==> config.mk <==
export PLATFORM = sky130hd
export DESIGN_NAME = calendar_clock_second_step
export DESIGN_NICKNAME = d
export VERILOG_FILES = /design/src/rtl/ccss_pkg.sv /design/src/rtl/calendar_clock_second_step.sv /design/src/rtl/ccss_screen.sv /design/src/rtl/ccss_leap.sv /design/src/rtl/ccss_advance.sv
export SDC_FILE = /design/constraint.sdc
export NUM_CORES = 1
export LEC_CHECK = 0
export ABC_CLOCK_PERIOD_IN_PS = 14200
export BUFFER_PORTS_ARGS = -buffer_cell sky130_fd_sc_hd__buf_2
export CORE_MARGIN = 5
export CORE_UTILIZATION = 55
export DETAILED_ROUTE_END_ITERATION = 6
export PLACE_DENSITY = 0.74
export SYNTH_ARGS = -nofsm -noshare
export SYNTH_HDL_FRONTEND = slang
export SYNTH_SLANG_ARGS = --single-unit
==> constraint.sdc <==
create_clock -name clock -period 14.2 [get_ports clock]
set_input_delay 2.84 -clock clock [delete_from_list [all_inputs] [get_ports clock]]
set_output_delay 2.84 -clock clock [all_outputs]
set_load 0.02 [all_outputs]
==> src/rtl/ccss_pkg.sv <==
// Shared types, constants and month-length function for the calendar second step.
package ccss_pkg;

   typedef struct packed {
      logic [15:0] year;
      logic [3:0]  month;
      logic [4:0]  day;
      logic [4:0]  hour;
      logic [5:0]  minute;
      logic [5:0]  second;
   } req_word_type;

   typedef struct packed {
      logic [15:0] next_year;
      logic [3:0]  next_month;
      logic [4:0]  next_day;
      logic [4:0]  next_hour;
      logic [5:0]  next_minute;
      logic [5:0]  next_second;
      logic        bad_input;
   } rsp_word_type;

   // per-item flags carried down the pipe next to the word
   typedef struct packed {
      logic bad;        // some field out of range
      logic sec_wrap;   // second is at its last value
      logic min_wrap;   // minute is at its last value
      logic hour_wrap;  // hour is at its last value
      logic last_day;   // day is the last of its month
   } flags_type;

   localparam logic [3:0] MONTH_JAN = 4'd1;
   localparam logic [3:0] MONTH_FEB = 4'd2;
   localparam logic [3:0] MONTH_APR = 4'd4;
   localparam logic [3:0] MONTH_JUN = 4'd6;
   localparam logic [3:0] MONTH_SEP = 4'd9;
   localparam logic [3:0] MONTH_NOV = 4'd11;
   localparam logic [3:0] MONTH_DEC = 4'd12;

   localparam logic [4:0] DAY_FIRST = 5'd1;
   localparam logic [4:0] HOUR_MAX  = 5'd23;
   localparam logic [5:0] MIN_MAX   = 6'd59;
   localparam logic [5:0] SEC_MAX   = 6'd59;

   localparam logic [4:0] DAYS_LONG  = 5'd31;
   localparam logic [4:0] DAYS_SHORT = 5'd30;
   localparam logic [4:0] DAYS_FEB   = 5'd28;
   localparam logic [4:0] DAYS_LEAP  = 5'd29;

   // year / 25 as (year * DIV25_MUL) >> DIV25_SHIFT, exact for all 16-bit years
   localparam logic [4:0]  DIV25       = 5'd25;
   localparam logic [16:0] DIV25_MUL   = 17'd83887;
   localparam int          DIV25_SHIFT = 21;
   localparam int          QUOT_W      = 12;
   localparam int          PROD_W      = 33;

   function automatic logic [4:0] month_days(input logic [3:0] month, input logic leap);
      logic [4:0] days;
      case (month) inside
         MONTH_FEB: begin
            days = leap ? DAYS_LEAP : DAYS_FEB;
         end
         MONTH_APR, MONTH_JUN, MONTH_SEP, MONTH_NOV: begin
            days = DAYS_SHORT;
         end
         default: begin
            days = DAYS_LONG;
         end
      endcase
      return days;
   endfunction

endpackage

==> src/rtl/calendar_clock_second_step.sv <==
// Top level: one-second increment of a Gregorian date and time, three-stage pipeline.
//
// Give a date and time on req_word with start high; the same date and time one
// second later appears on rsp_word from the result register, marked by a one-cycle
// rsp_valid. busy never rises, so a new word may be started every cycle and
// results come out in order at that same rate; the receiver must take each
// result in the cycle it is shown. The three stages are: range checks plus the
// year/25 product, then the leap rule and month length, then the carry chain
// into the result register. A word with a field out of range (month outside
// 1..12, day 0 or past the month's end, hour over 23, minute or second over 59)
// comes back unchanged with bad_input set. Year 65535 rolls over to year 0.
module calendar_clock_second_step import ccss_pkg::*; (
   input  logic         clock,
   input  logic         reset,
   input  logic         start,
   output logic         busy,
   input  req_word_type req_word,
   output logic         rsp_valid,
   output rsp_word_type rsp_word
);

   logic              s1_valid, s2_valid;
   req_word_type      s1_word, s2_word;
   flags_type         s1_flags, s2_flags;
   logic [QUOT_W-1:0] s1_quot;
   logic              accept;

   // every stage advances every cycle, nothing ever waits
   assign busy   = 1'b0;
   assign accept = start && !busy;

   // stage 1: screen fields, start the year/25 divide
   ccss_screen u_screen (
      .clock     (clock),
      .reset     (reset),
      .in_valid  (accept),
      .in_word   (req_word),
      .out_valid (s1_valid),
      .out_word  (s1_word),
      .out_flags (s1_flags),
      .out_quot  (s1_quot)
   );

   // stage 2: leap year and month length
   ccss_leap u_leap (
      .clock     (clock),
      .reset     (reset),
      .in_valid  (s1_valid),
      .in_word   (s1_word),
      .in_flags  (s1_flags),
      .in_quot   (s1_quot),
      .out_valid (s2_valid),
      .out_word  (s2_word),
      .out_flags (s2_flags)
   );

   // stage 3: carries and result register
   ccss_advance u_advance (
      .clock     (clock),
      .reset     (reset),
      .in_valid  (s2_valid),
      .in_word   (s2_word),
      .in_flags  (s2_flags),
      .out_valid (rsp_valid),
      .out_word  (rsp_word)
   );

   // a result only ever follows a started word
   a_rsp_follows_start: assert property (@(posedge clock) disable iff (reset)
      rsp_valid |-> $past(accept, 3))
      else $error("result without a started word");

   // a rejected word comes back untouched
   a_bad_echo: assert property (@(posedge clock) disable iff (reset)
      rsp_valid && rsp_word.bad_input |->
         rsp_word.next_year == $past(req_word.year, 3) &&
         rsp_word.next_month == $past(req_word.month, 3) &&
         rsp_word.next_day == $past(req_word.day, 3) &&
         rsp_word.next_hour == $past(req_word.hour, 3) &&
         rsp_word.next_minute == $past(req_word.minute, 3) &&
         rsp_word.next_second == $past(req_word.second, 3))
      else $error("bad word not echoed");

   // no seconds rollover means minute, hour and day are unchanged
   a_no_carry: assert property (@(posedge clock) disable iff (reset)
      rsp_valid && !rsp_word.bad_input && rsp_word.next_second != 6'd0 |->
         rsp_word.next_minute == $past(req_word.minute, 3) &&
         rsp_word.next_hour == $past(req_word.hour, 3) &&
         rsp_word.next_day == $past(req_word.day, 3))
      else $error("carry without seconds rollover");

endmodule

==> src/rtl/ccss_screen.sv <==
// Stage 1: field range checks, rollover flags and the year / 25 product.
module ccss_screen import ccss_pkg::*; (
   input  logic         clock,
   input  logic         reset,
   input  logic         in_valid,
   input  req_word_type in_word,
   output logic         out_valid,
   output req_word_type out_word,
   output flags_type    out_flags,
   output logic [QUOT_W-1:0] out_quot
);

   logic              valid_ff;
   req_word_type      word_ff;
   flags_type         flags_ff, flags_in;
   logic [QUOT_W-1:0] quot_ff, quot_in;
   logic [PROD_W-1:0] prod;

   always_comb begin
      prod = PROD_W'(in_word.year) * PROD_W'(DIV25_MUL);
      quot_in = prod[DIV25_SHIFT +: QUOT_W];

      flags_in           = '0;
      flags_in.bad       = (in_word.month < MONTH_JAN) || (in_word.month > MONTH_DEC) ||
                           (in_word.day < DAY_FIRST) || (in_word.hour > HOUR_MAX) ||
                           (in_word.minute > MIN_MAX) || (in_word.second > SEC_MAX);
      flags_in.sec_wrap  = (in_word.second == SEC_MAX);
      flags_in.min_wrap  = (in_word.minute == MIN_MAX);
      flags_in.hour_wrap = (in_word.hour == HOUR_MAX);
   end

   always_ff @(posedge clock) begin
      if (reset) begin
         valid_ff <= 1'b0;
      end else begin
         valid_ff <= in_valid;
      end
      word_ff  <= in_word;
      flags_ff <= flags_in;
      quot_ff  <= quot_in;
   end

   assign out_valid = valid_ff;
   assign out_word  = word_ff;
   assign out_flags = flags_ff;
   assign out_quot  = quot_ff;

endmodule

==> src/rtl/ccss_leap.sv <==
// Stage 2: leap year, month length, day range check and last-day flag.
module ccss_leap import ccss_pkg::*; (
   input  logic         clock,
   input  logic         reset,
   input  logic         in_valid,
   input  req_word_type in_word,
   input  flags_type    in_flags,
   input  logic [QUOT_W-1:0] in_quot,
   output logic         out_valid,
   output req_word_type out_word,
   output flags_type    out_flags
);

   logic         valid_ff;
   req_word_type word_ff;
   flags_type    flags_ff, flags_in;
   logic [15:0]  rem;
   logic         div25;
   logic         leap;
   logic [4:0]   days;

   always_comb begin
      rem   = in_word.year - 16'(in_quot) * 16'(DIV25);
      div25 = (rem == 16'd0);
      // div by 100 = div by 4 and 25; div by 400 = div by 16 and 25
      leap  = (in_word.year[1:0] == 2'd0 && !div25) || (in_word.year[3:0] == 4'd0 && div25);
      days  = month_days(in_word.month, leap);

      flags_in          = in_flags;
      flags_in.bad      = in_flags.bad || (in_word.day > days);
      flags_in.last_day = (in_word.day == days);
   end

   always_ff @(posedge clock) begin
      if (reset) begin
         valid_ff <= 1'b0;
      end else begin
         valid_ff <= in_valid;
      end
      word_ff  <= in_word;
      flags_ff <= flags_in;
   end

   assign out_valid = valid_ff;
   assign out_word  = word_ff;
   assign out_flags = flags_ff;

endmodule

==> src/rtl/ccss_advance.sv <==
// Stage 3: carry chain through seconds, minutes, hours and the date; result register.
module ccss_advance import ccss_pkg::*; (
   input  logic         clock,
   input  logic         reset,
   input  logic         in_valid,
   input  req_word_type in_word,
   input  flags_type    in_flags,
   output logic         out_valid,
   output rsp_word_type out_word
);

   logic         valid_ff;
   rsp_word_type word_ff, word_in;
   logic         carry_min, carry_hour, carry_day;

   always_comb begin
      carry_min  = in_flags.sec_wrap;
      carry_hour = carry_min && in_flags.min_wrap;
      carry_day  = carry_hour && in_flags.hour_wrap;

      word_in.next_year   = in_word.year;
      word_in.next_month  = in_word.month;
      word_in.next_day    = in_word.day;
      word_in.next_hour   = in_word.hour;
      word_in.next_minute = in_word.minute;
      word_in.next_second = in_word.second;
      word_in.bad_input   = in_flags.bad;

      if (!in_flags.bad) begin
         word_in.next_second = in_flags.sec_wrap ? 6'd0 : in_word.second + 6'd1;
         if (carry_min) begin
            word_in.next_minute = in_flags.min_wrap ? 6'd0 : in_word.minute + 6'd1;
         end
         if (carry_hour) begin
            word_in.next_hour = in_flags.hour_wrap ? 5'd0 : in_word.hour + 5'd1;
         end
         if (carry_day) begin
            if (!in_flags.last_day) begin
               word_in.next_day = in_word.day + 5'd1;
            end else if (in_word.month == MONTH_DEC) begin
               word_in.next_day   = DAY_FIRST;
               word_in.next_month = MONTH_JAN;
               word_in.next_year  = in_word.year + 16'd1;
            end else begin
               word_in.next_day   = DAY_FIRST;
               word_in.next_month = in_word.month + 4'd1;
            end
         end
      end
   end

   always_ff @(posedge clock) begin
      if (reset) begin
         valid_ff <= 1'b0;
      end else begin
         valid_ff <= in_valid;
      end
      word_ff <= word_in;
   end

   assign out_valid = valid_ff;
   assign out_word  = word_ff;

endmodule
# --- Word-level counts from Yosys, hierarchy flattened ---
# Cells that the tools add are included.
op_classes:
  eq_ne: 10
  n_lt_le_gt_ge: 7
  reduce_logical: 16
  n_addsub: 7
  n_mux: 14
  multipliers: 2
ops:
  columns: ["operator", "n"]
  rows:
  - ["2-to-1 mux 42 bit", 1]
  - ["multiplier 16 x 17 -> 33 bit, second input constant", 1]
  - ["2-to-1 mux 25 bit", 1]
  - ["2-to-1 mux 20 bit", 1]
  - ["2-to-1 mux 5 bit", 4]
  - ["2-to-1 mux 6 bit", 3]
  - ["adder 16 x 1 -> 16 bit, second input constant", 1]
  - ["logical NOT 16 bit", 1]
  - ["multiplier 12 x 5 -> 16 bit, second input constant", 1]
  - ["2-to-1 mux 16 bit", 1]
  - ["subtractor 16 bit", 1]
  - ["adder 6 x 1 -> 6 bit, second input constant", 2]
  - ["== test 4 bit, second input constant", 3]
  - ["== test 6 bit, second input constant", 2]
  - ["greater-than comparator 6 bit, second input constant", 2]
  - ["adder 5 x 1 -> 5 bit, second input constant", 2]
  - ["2-to-1 mux 9 bit", 1]
  - ["== test 4 x 3 -> 1 bit, second input constant", 2]
  - ["logical OR 1 bit", 7]
  - ["== test 5 bit", 1]
  - ["== test 5 bit, second input constant", 1]
  - ["greater-than comparator 5 bit", 1]
  - ["greater-than comparator 5 bit, second input constant", 1]
  - ["less-than comparator 5 x 1 -> 1 bit, second input constant", 1]
  - ["10 further kinds", 14]
totals:
  in_bits: 45
  out_inout_bits: 45
  reg_bits: 151

# --- Longest topological paths before layout ---
logic_depth:
  depth_word: 10
  depth_mapped: 21

# --- Cells and area by module ---
# A second synthesis with hierarchy kept.
hier_totals:
  hier_cells: 1102
  area_unflattened_um2: 11125.7
by_module_without_submodules:
  columns: ["module", "area_per_inst_um2", "instances", "cells_each", "seq_area_each_um2"]
  rows:
  - ["ccss_screen", 6332.3, 1, 614, 1181.1]
  - ["ccss_leap", 2834.0, 1, 276, 960.9]
  - ["ccss_advance", 1948.1, 1, 210, 880.8]
  - ["calendar_clock_second_step", 11.3, 1, 2, 0.0]

# --- Worst setup path before layout ---
# OpenSTA, ideal clock, no wires.
synth_path:
  path_type: "in2reg"
  start: "input port req_word[36] (netlist bit)"
  end: "register u_screen.quot_ff[8] (netlist: u_screen.out_quot[8])"
  setup_ns: 0.095
  arrival_time_ns: 7.933
  required_ns: 14.105
  path_buffers: 0
  setup_slack_ns: 6.171
  path_stages: 17
  cell_sequence: "fa_1 > inv_1 > fa_1 > inv_1 > fa_1 > fa_1 > fa_1 > fa_1 > ha_1 > nand4_1 > nor4_2 > o311ai_1 > nand4_1 > nand3_1 > a21oi_1 > mux2_2 > a221oi_1"
synth_between:
  elab_chain_cells: 1
synth_rtl:
  columns: ["item", "line_no", "text"]
  rows:
  - ["start, declared", "calendar_clock_second_step.sv:17", "input req_word_type req_word,"]
  - ["multiplier 16 x 17 -> 33 bit", "ccss_screen.sv:20", "prod = PROD_W'(in_word.year) * PROD_W'(DIV25_MUL);"]
  - ["named net u_screen.prod[29]", "ccss_screen.sv:17", "logic [PROD_W-1:0] prod;"]
  - ["end signal, assigned", "ccss_screen.sv:40", "quot_ff <= quot_in;"]
  - ["end, declared", "ccss_screen.sv:16", "logic [QUOT_W-1:0] quot_ff, quot_in;"]
# The timed path passes the listed nets, and every way through them passes these cells.
# A chain may end at the register's enable or synchronous reset.

# --- Worst setup path in the final report ---
layout_path:
  start: "input port req_word[39] (netlist bit)"
  end: "register u_screen.quot_ff[8] (netlist: u_screen.out_quot[8])"
# The elaborated chain is that of the path after synthesis.

==> results.cfg <==
[finish]
area_growth_pct = 12.3
antenna_cells = 0
final_common_cell = inv_1
design_area_sq_mm = 0.0120
layout_common_cells = inv_1, ha_1, dfxtp_1
fillers = 1601
multiInputGateArea_sq_mm = 0.00686
regArea_sq_mm = 0.00302
nets = 1483
drive_above_1_share_pct = 11.7

[worst_setup_path]
slowest_stage = fa_1
crit_chain = buf_2 -> fa_1 -> inv_1 -> fa_1 -> fa_1 -> inv_1 -> fa_1 -> fa_1 -> inv_1 -> fa_1 -> inv_1 -> ha_1 -> nand3_1 -> nor4_2 -> o311ai_1 -> nand4_1 -> nand3_1 -> a21oi_1 -> mux2_2 -> a221oi_1
reg2reg_setup_slack_ns = 9.46
crit_path_start_kind = primary input
crit_type = primary input to flop
critical_path.max_stage_delay_ns = 0.59
critPathCaptureType = flop
crit_path_frequent_cell = fa_1
critPathArrivalTime_ns = 8.61
crit_family = adder cells
required_ns = 14.51
timing.critical_path.buf_inv = 5
crit_fanout = 6

[timing]
fmax_mhz = 121
whs_ns = 0.326
hold_viol_final = 0
setup_viol = 0
maxSlewHeadroom_pct = 66.0
finalMaxSlewViolations = 0
setup-tns-final_ns = 0
setup_ws_ns = 5.90
rsz0062_at_grt = false
worst_pin_slew_ns = 0.510
min_period_ns = 8.30
finalClockSkew_ns = 0.0108
fin_crit_sh_pct = 58.4

[routing]
vias = 7306
drt_iter0_markers = 402
drc = 0
first_pass_iters = 5
wl_per_cell_um = 15.3
avgViaCountPerCell = 5.17
routed_wirelength_um = 21600
ant_nets = 0

[floorplanning]
die_h_um = 150
rows = 51
core_sq_mm = 0.0193
die-area_sq_mm = 0.0224
die_w_um = 150
start_util_pct = 55.5
io_pins = 90

[clocking]
cts_tree = done
clk_pin_slew_ns = 0.06
cts-root-buf = clkbuf_16
numClockSinks = 151
ctsHoldBuffers = 0
postCtsSetupBuffers = 0
cts_resized = 0
clk_path_buf_depth = 2
htreeDepth = 4
numCtsBuffers = 17
clkLatencyLatePin_ns = 0.42

[min_path]
hold_path_class = flop to flop

[yosys]
synth.avg_cell_area_sq_um = 10.3
synth_top_family_by_area = adder cells
synthFlopType = dfxtp_1
synth_warnings = 0
synthesis.nets = 1384
yosys.area_share.simple_pct = 9.03
async_reset_ff_share_pct = 0
seq_area_frac_synth_pct = 28.2
synth_mux_area_share_pct = 0.793
ys_types = 60
synth_edf_count = 0
synthAdderAreaFrac_pct = 43.4
ys_ff_latch = 151
synth_area_sq_mm = 0.0107
synth_xor_area_share_pct = 2.94
netlist_instances = 1037
synth-compound-area-share_pct = 7.72

[grt]
grt_max_degree = 17
grt_use_total_pct = 20.4
grt_overflow = 0
grt_pass1_wl_um = 35700
grt_pass1_vias = 7311
antenna_found_initial = 0

[placed_design]
gp_congestion = 0.928
place_area_sq_mm = 0.0115
hpwl_um = 18300
io_buffers = 88
post-place-ws_ns = 5.55

[outcome]
status = finished, final reports clean

[flow_run]
max_cap_violations = 0
[through the flow]
stage               instances  util (%)
global placement         1382      59.3
global route             1414      62.3
floorplan                1037         -
finish                   1414      62.3
detailed placement       1382      59.3
CTS                      1414      62.3
[path summary, 6_finish.rpt]
path                                     start                           end  depth (start not counted)
hold / removal    u_screen.out_word[0]$_DFF_P_    u_leap.out_word[0]$_DFF_P_                          0
setup reg to reg  u_screen.out_quot[8]$_DFF_P_   u_leap.out_flags[4]$_DFF_P_                         17
setup / recovery                  req_word[39]  u_screen.out_quot[8]$_DFF_P_                         20
hold reg to reg   u_screen.out_word[0]$_DFF_P_    u_leap.out_word[0]$_DFF_P_                          0
[worst reg2reg max path: cells and delay by family, from the launching register on]
| kind | cells | cell delay (ns) |
|---|---|---|
| AND/OR/NAND/NOR | 4 | 0.95 |
| buffers and inverters | 1 | 0.06 |
| AO/OA/AOI/OAI | 7 | 1.15 |
| adder cells (fa/ha/maj) | 5 | 2.10 |
| flip-flops | 1 | 0.42 |
[metal layers]
metal	vias to the layer above	part of all wire [%]	track usage, %
met2	160	49	34.2
met4	0	1.6	5.63
met3	30	4.6	3.18
met1	3507	45	27.8
li1	3609	-	-
met5	-	0	0
[cells by family after synthesis]
kind of cell,count (synthesis)
multiplexers,8
AND/OR/NAND/NOR,183
AO/OA/AOI/OAI,132
XOR/XNOR,36
buffers and inverters,224
flip-flops,151
other,1
adder cells (fa/ha/maj),302
[registers in the layout (all words and copies together) (netlist names)]
| signal | count |
|---|---|
| u_advance.out_valid | 1 |
| u_advance.out_word | 43 |
| u_screen.out_valid | 1 |
| u_leap.out_valid | 1 |
| u_screen.out_flags | 4 |
| u_screen.out_quot | 12 |
| u_leap.out_word | 42 |
| u_screen.out_word | 42 |
| u_leap.out_flags | 5 |
[cell usage after synthesis, drive strengths merged, types with 5 or more instances]
cell type    n  share of area [%]
inv        216                7.6
ha         185                 22
dfxtp      151                 28
fa         117                 22
nand2       46                1.6
o21ai       41                1.9
a21oi       39                1.8
nand3       30                1.4
nor2        26               0.93
xnor2       24                2.0
nor3        20               0.93
a21o        13               0.92
xor2        12               0.98
nor2b       11               0.64
and3         8               0.47
nand4        8               0.47
nand3b       6               0.42
clkbuf       5               0.19
nand2b       5               0.29
o21bai       5               0.35
or4          5               0.35
[final cells by class]
class                      instances  area share (%)
clock buffer                      18            3.56
multi-input combinational        662            56.9
sequential                       151            25.1
inverter                         216            6.73
timing repair buffer              88            3.66
tap                              265            2.75
clock inverter                    14            1.28
Power is left out: the tool's default activity adds up to more than one toggle a clock period on the data nets, which glitch-free logic cannot reach.
